### src/sv/chte_pkg.sv
// package: types and constants shared by the hash table engine
package chte_pkg;

  localparam logic [63:0] MIX_C1 = 64'hff51afd7ed558ccd;
  localparam logic [63:0] MIX_C2 = 64'hc4ceb9fe1a85ec53;

  localparam logic [2:0] FUNC_PUT      = 3'd0;
  localparam logic [2:0] FUNC_GET      = 3'd1;
  localparam logic [2:0] FUNC_POP      = 3'd2;
  localparam logic [2:0] FUNC_CONTAINS = 3'd3;
  localparam logic [2:0] FUNC_CLEAR    = 3'd4;

  localparam logic [1:0] ST_OK        = 2'd0;
  localparam logic [1:0] ST_NOT_FOUND = 2'd1;
  localparam logic [1:0] ST_FULL      = 2'd2;

  typedef enum logic [1:0] {
    HS_IDLE,
    HS_MUL,
    HS_DONE
  } hash_state_t;

  typedef enum logic [3:0] {
    ST_INIT,
    ST_WAIT,
    ST_HASH,
    ST_HEAD,
    ST_READ,
    ST_CMP,
    ST_ACT,
    ST_FREE,
    ST_WR,
    ST_CLR,
    ST_RESP
  } eng_state_t;

endpackage

### src/sv/chte_hash.sv
// murmur 64-bit finalizer, multiplies done as 32x32 partial products over cycles
module chte_hash (
  input  logic        clk,
  input  logic        rst,
  input  logic        start,
  input  logic [31:0] key,
  output logic        done,
  output logic [63:0] hash
);

  chte_pkg::hash_state_t state, state_next;
  logic [63:0] x;
  logic [63:0] acc;
  logic [1:0]  part;
  logic        round;
  logic [63:0] mult;
  logic [31:0] a_half;
  logic [31:0] b_half;
  logic [63:0] prod;
  logic [63:0] term;

  assign mult   = round ? chte_pkg::MIX_C2 : chte_pkg::MIX_C1;
  assign a_half = part[1] ? x[63:32] : x[31:0];
  assign b_half = part[0] ? mult[63:32] : mult[31:0];
  assign prod   = {32'd0, a_half} * {32'd0, b_half};

  always_comb begin
    unique case (part)
      2'd0: term = prod;
      2'd1: term = {prod[31:0], 32'd0};
      2'd2: term = {prod[31:0], 32'd0};
      default: term = 64'd0;
    endcase
  end

  always_comb begin
    state_next = state;
    unique case (state)
      chte_pkg::HS_IDLE: if (start) state_next = chte_pkg::HS_MUL;
      chte_pkg::HS_MUL: if (part == 2'd3 && round) state_next = chte_pkg::HS_DONE;
      chte_pkg::HS_DONE: state_next = chte_pkg::HS_IDLE;
      default: state_next = chte_pkg::HS_IDLE;
    endcase
  end

  always_ff @(posedge clk) begin
    if (rst) begin
      state <= chte_pkg::HS_IDLE;
    end else begin
      state <= state_next;
    end
  end

  always_ff @(posedge clk) begin
    unique case (state)
      chte_pkg::HS_IDLE: begin
        // first xor-shift leaves a 32-bit key unchanged
        x     <= {32'd0, key};
        acc   <= 64'd0;
        part  <= 2'd0;
        round <= 1'b0;
      end
      chte_pkg::HS_MUL: begin
        if (part == 2'd3) begin
          x     <= acc ^ (acc >> 33);
          acc   <= 64'd0;
          part  <= 2'd0;
          round <= 1'b1;
        end else begin
          acc  <= acc + term;
          part <= part + 2'd1;
        end
      end
      default: ;
    endcase
  end

  assign done = (state == chte_pkg::HS_DONE);
  assign hash = x;

endmodule

### config.mk
export PLATFORM = sky130hd
export DESIGN_NAME = chte_hash
export DESIGN_NICKNAME = d
export VERILOG_FILES = /design/src/sv/chte_pkg.sv /design/src/sv/chte_hash.sv
export SDC_FILE = /design/constraint.sdc
export NUM_CORES = 2
export LEC_CHECK = 0
export BUFFER_PORTS_ARGS = -buffer_cell sky130_fd_sc_hd__buf_4
export CORE_MARGIN = 1
export CORE_UTILIZATION = 30
export DETAILED_ROUTE_END_ITERATION = 6
export GPL_ROUTABILITY_DRIVEN = 0
export RECOVER_POWER = 25
export SLEW_MARGIN = 15
export SYNTH_ARGS = -nofsm -noshare
export SYNTH_HDL_FRONTEND = slang
export SYNTH_SLANG_ARGS = --single-unit
### constraint.sdc
create_clock -name clk -period 15.1 [get_ports clk]
set_clock_uncertainty 0.1 [all_clocks]
set_input_delay 3.775 -clock clk [delete_from_list [all_inputs] [get_ports clk]]
set_output_delay 3.775 -clock clk [all_outputs]
set_load 0.05 [all_outputs]
# Yosys cells after proc, flatten, opt, wreduce, memory -nomap -nowiden
# Index checks and enable logic that the tools add are counted.
[word_totals] output_inout_bits=65 inputBits=35 ff_bits=133
[classes] eq_ne=8 n_bitwise=1 n_reduce_logical=7 n_addsub=2 mux=15 multipliers=1
[op_table] cell="one-hot mux 64 bit (2 select lines)" count=3
[op_table] cell="2-to-1 mux 64 bit" count=2
[op_table] cell="adder 64 bit" count=1
[op_table] cell="multiplier 32 x 32 -> 64 bit" count=1
[op_table] cell="2-to-1 mux 32 bit" count=2
[op_table] cell="bitwise XOR 64 x 31 -> 64 bit" count=1
[op_table] cell="2-to-1 mux 62 bit" count=1
[op_table] cell="one-hot mux 2 bit (2 select lines)" count=2
[op_table] cell="equality test 2 bit (second input constant)" count=3
[op_table] cell="2-to-1 mux 2 bit" count=3
[op_table] cell="!= test 2 bit (second input constant)" count=3
[op_table] cell="equality test 2 x 1 -> 1 bit (second input constant)" count=2
[op_table] cell="logical NOT 2 bit" count=2
[op_table] cell="AND reduction 2 bit" count=2
[op_table] cell="adder 2 x 1 -> 2 bit (second input constant)" count=1
[op_table] cell="one-hot mux 1 bit (2 select lines)" count=1
[op_table] cell="nonzero test 2 bit" count=1
[op_table] cell="OR reduction 2 bit" count=1
[op_table] cell="logical AND 1 bit" count=1
[op_table] cell="2-to-1 mux 1 bit" count=1

# Longest topological paths before layout
[logic_depth] depth_word=7 mapped_depth=48 mapped_depth_nobuf=42

# Worst setup path after synthesis
# No wires, ideal clock.
[synth_timing] path_kind="reg-to-reg" start="reg part[1]" end="reg acc[63], data pin" stages_incl_launch_ff=41 path_slack_ps=3853 required_time_ps=14852 n_path_buf=4 arrival_ps=10999 synth_period_minus_slack_ps=11247 setup_time_ps=148 cell_sequence="edfxtp_1 buf_2 buf_1 buf_1 mux2i_1 inv_1 nand2b_1 inv_1 fa_1 fa_1 fa_1 inv_1 fa_1 inv_1 fa_1 fa_1 fa_1 fa_1 [... 5 more ...] o211ai_1 a21oi_1 a2111oi_4 o41ai_4 or4_1 nand3_1 ha_1 clkbuf_1 a21o_1 a21o_1 a21oi_1 o21ai_1 a31o_1 or3_1 a311oi_1 nor3b_1 or3_1 mux2i_1"
[synth_between] elab_chain_cells=6 word_cells_on_any_way=11 classes_between="1 x add/sub; 1 x mul; 3 x eq/ne; 4 x mux; 2 x reduce/logical"
[synth_lines] element="start, declared" line="chte_hash.sv:14" rtl="logic [1:0] part;"
[synth_lines] element="start signal, assigned" line="chte_hash.sv:71" rtl="part <= part + 2'd1;"
[synth_lines] element="2-to-1 mux 32 bit (tied with other cells)" line="chte_hash.sv:23" rtl="assign a_half = part[1] ? x[63:32] : x[31:0];"
[synth_lines] element="multiplier 32 x 32 -> 64 bit / OR reduction 2 bit (equally long branches)"
[synth_lines] element="one-hot mux 64 bit (2 select lines)" line="chte_hash.sv:28" rtl="unique case (part)"
[synth_lines] element="adder 64 bit" line="chte_hash.sv:70" rtl="acc <= acc + term;"
[synth_lines] element="2-to-1 mux 64 bit *" line="chte_hash.sv:64" rtl="if (part == 2'd3) begin"
[synth_lines] element="one-hot mux 64 bit (2 select lines) *" line="chte_hash.sv:55" rtl="unique case (state)"
[synth_lines] element="end signal, assigned" line="chte_hash.sv:70"
[synth_lines] element="end, declared" line="chte_hash.sv:13" rtl="logic [63:0] acc;"
# Every way passes the cells marked *; elsewhere a longest branch is shown, timed or not.
# A chain may end at the register's enable or synchronous reset.

# Worst setup path after layout
[layout_timing] start="reg round" end="reg acc[59], data pin"
[layout_between] elab_chain_cells=7
[layout_lines] element="start, declared" line="chte_hash.sv:15" rtl="logic round;"
[layout_lines] element="start signal, assigned" line="chte_hash.sv:61" rtl="round <= 1'b0;"
[layout_lines] element="start signal, assigned" line="chte_hash.sv:68" rtl="round <= 1'b1;"
[layout_lines] element="2-to-1 mux 62 bit" line="chte_hash.sv:22" rtl="assign mult = round ? chte_pkg::MIX_C2 : chte_pkg::MIX_C1;"
[layout_lines] element="2-to-1 mux 32 bit" line="chte_hash.sv:24" rtl="assign b_half = part[0] ? mult[63:32] : mult[31:0];"
[layout_lines] element="multiplier 32 x 32 -> 64 bit" line="chte_hash.sv:25" rtl="assign prod = {32'd0, a_half} * {32'd0, b_half};"
[layout_lines] element="one-hot mux 64 bit (2 select lines)" line="chte_hash.sv:28"
[layout_lines] element="adder 64 bit" line="chte_hash.sv:70"
[layout_lines] element="2-to-1 mux 64 bit" line="chte_hash.sv:64"
[layout_lines] element="one-hot mux 64 bit (2 select lines)" line="chte_hash.sv:55"
# Every way passes these cells.

==> flow_metrics.py <==
metrics = {
    "status": {
        "status": "finished with violations",
        "failed_checks": "capacitance limit, slew limit",
    },
    "global_route": {
        "grt_max_degree": 99,
        "grt_pass1_vias": 32800,
        "grt_use_total": 0.206,
        "grt_pass1_wl_um": 210000,
        "antenna_found_initial": 3,
        "grt-ovfl-total": 0,
    },
    "synth": {
        "synth_top_family_by_area": "adder cells",
        "ys.warnings.count": 0,
        "syn_nets": 5589,
        "synthSimpleGateAreaFrac": 0.111,
        "synth_xor_area_frac": 0.0533,
        "synth_compound_area_frac": 0.0987,
        "yosysSeqAreaShare": 0.0987,
        "synthMuxAreaShare": 0.00998,
        "synthArstFlopShare": 0,
        "avgSynthCellArea_um2": 9.27,
        "synth_adder_area_share": 0.521,
        "synth-seq-cells": 133,
        "synth_top_area_frac": 0.384,
        "yosys.area.top_type": "fa_1",
        "syn_area_um2": 40300,
        "syn_inst": 4343,
        "ys.flop_type": "edfxtp_1",
        "synth-edff-count": 131,
        "synth.distinct_cells": 80,
        "synth_area_leaders": "fa_1 38%, ha_1 14%, edfxtp_1 9.8%",
    },
    "worst_setup_path": {
        "timing.critical_path.from_type": "flop",
        "cp.arrival_ns": 13.17,
        "critPathKind": "reg2reg",
        "worst_path_max_delay_cell": "nor2_1",
        "path_delay_family": "adder cells",
        "cp-end-kind": "flop",
        "worstPathMaxFanout": 39,
        "crit_buf_inv": 5,
        "crit_required_ns": 15.19,
        "r2r_slack_ns": 2.02,
        "cp_common_cell": "fa_1",
        "worst_path_largest_cell_delay_ns": 1.04,
    },
    "timing": {
        "max_slew_margin": -1.92,
        "finalCritPeriodShare": 0.866,
        "finalMaxSlewViolations": 167,
        "fin_tns_setup_ns": 0,
        "tightest_slew_ns": 4.39,
        "rsz0062_at_grt": "no",
        "hold_violations": 0,
        "setup_ws_ns": 2.02,
        "max_freq_mhz": 76.5,
        "finalSetupViolCount": 0,
        "period_minus_slack_ns": 13.08,
    },
    "detailed_routing": {
        "num_vias": 31300,
        "drt_iter0_drc": 3284,
        "drt_pre_antenna_iters": 5,
        "via_per_inst": 5.10,
        "avgRoutedWirePerCell_um": 22.5,
        "wirelength_um": 138000,
        "drcViolationCount": 0,
        "postRouteAntennaNets": 0,
    },
    "floorplan": {
        "ios": 100,
        "placementRows": 134,
        "dieArea_um2": 136000,
        "start_util": 0.302,
        "die_width_um": 368,
        "die_h_um": 368,
        "core_area_um2": 133000,
    },
    "min_path": {
        "hp-class": "reg2reg",
    },
    "placement": {
        "portBuffers": 99,
        "place_hpwl_um": 119000,
        "place_ws_ns": 2.36,
    },
    "clock_tree": {
        "ctsResizeCount": 0,
        "ctsHoldBuffers": 0,
        "cts_max_level": 4,
        "cts_num_sinks": 133,
        "insertion_delay_ns": 0.45,
        "clk_path_buf_depth": 2,
        "cts_setup_buffers": 0,
        "root_buffer": "clkbuf_16",
        "clk_pin_slew_ns": 0.08,
        "cts_inserted_buffers": 17,
        "cts_tree": "built",
    },
    "finish": {
        "nFillCells": 13900,
        "fin_nets": 5601,
        "drive_gt1_frac": 0.0600,
        "syn2layout_area_growth_pct": 8.51,
    },
    "job": {
        "drv_cap": 2,
    },
}
state kept, by name (all words and copies together) (netlist names):
name   count
state      2
acc       64
part       2
round      1
hash      64
layout by cell type, fill, tap and decap left out, types with 14 or more instances in the layout:
cell / n
mux2i_1: 31
or2_2: 31
fa_1: 773
o21ai_0: 79
edfxtp_1: 131
nor2_1: 383
ha_1: 435
inv_1: 981
o21bai_1: 29
a31o_2: 14
and2_1: 69
nand4_1: 45
a21o_1: 116
a31oi_1: 23
o21a_1: 14
o22ai_1: 22
nor3_1: 28
a21oi_1: 183
nand3_1: 29
and3_1: 25
xnor2_1: 156
clkbuf_16: 17
nor2b_1: 24
xor2_1: 89
nand2b_1: 66
nand2_1: 218
buf_4: 153
logic make-up (layout without fill, tap and decap cells):
| logic type | Yosys count | count (layout) |
|---|---|---|
| simple gates | 961 | 961 |
| buf+inv | 1153 | 1178 |
| compound gates | 599 | 599 |
| fa+ha+maj | 1211 | 1211 |
| flops | 133 | 133 |
| mux | 40 | 40 |
| other cells | 1 | 2 |
| xor+xnor | 245 | 245 |
synth_stat cells, types with 23 or more instances:
cell type / instances
inv_1: 982
fa_1: 773
ha_1: 438
nor2_1: 383
nand2_1: 219
a21oi_1: 184
xnor2_1: 156
clkbuf_1: 143
edfxtp_1: 131
a21o_1: 116
xor2_1: 89
and2_1: 79
o21ai_0: 79
nand2b_1: 66
nand4_1: 45
mux2i_1: 39
or2_2: 31
nand3_1: 29
o21bai_1: 29
nor3_1: 28
and3_1: 25
nor2b_1: 24
a31oi_1: 23
layout make-up:
type	count	area [um2]	area share
Inverter	990	3720	0.0851
Antenna cell	1	2.50	0.0000573
Clock buffer	17	425	0.00974
Multi-Input combinational cell	3057	32000	0.732
Clock inverter	15	180	0.00413
Sequential cell	133	3970	0.0910
Timing Repair Buffer	156	1180	0.0269
Tap cell	1768	2210	0.0506
per-layer routing:
layer	share of wire	vias up	GRT usage
met5	0.00033	-	0
met1	0.41	15700	0.277
met2	0.45	1563	0.316
met3	0.094	326	0.0466
li1	-	13700	-
met4	0.052	6	0.0895
worst register-to-register path: cells and delay by family, from the launching register on:
kind / cells / cell delay, ns
flops: 1 / 0.59
buf+inv: 5 / 1.23
fa+ha+maj: 10 / 5.11
compound gates: 12 / 3.26
mux: 1 / 0.10
xor+xnor: 1 / 0.23
simple gates: 8 / 2.20
metrics by stage:
stage	cell area, um2	hold slack, ns	std cells	util
after global routing	43700	0.449	6136	0.328
after global placement	43100	0.427	6104	0.323
after floorplan	40300	0.321	4343	-
after detailed placement	43100	0.431	6104	0.323
after CTS	43700	0.441	6136	0.328
final	43700	0.426	6137	0.328
path summary, 6_finish.rpt:
path	start	depth (start not counted)	end
hold reg to reg	state[1]$_SDFFE_PP0P_	1	state[0]$_SDFFE_PP0P_
hold / removal	state[1]$_SDFFE_PP0P_	1	state[0]$_SDFFE_PP0P_
setup / recovery	round$_DFFE_PP_	37	acc[59]$_SDFFCE_PP0P_
setup reg to reg	round$_DFFE_PP_	37	acc[59]$_SDFFCE_PP0P_
Power is left out: the tool's default activity adds up to more than one toggle a clock period on the data nets, which glitch-free logic cannot reach.
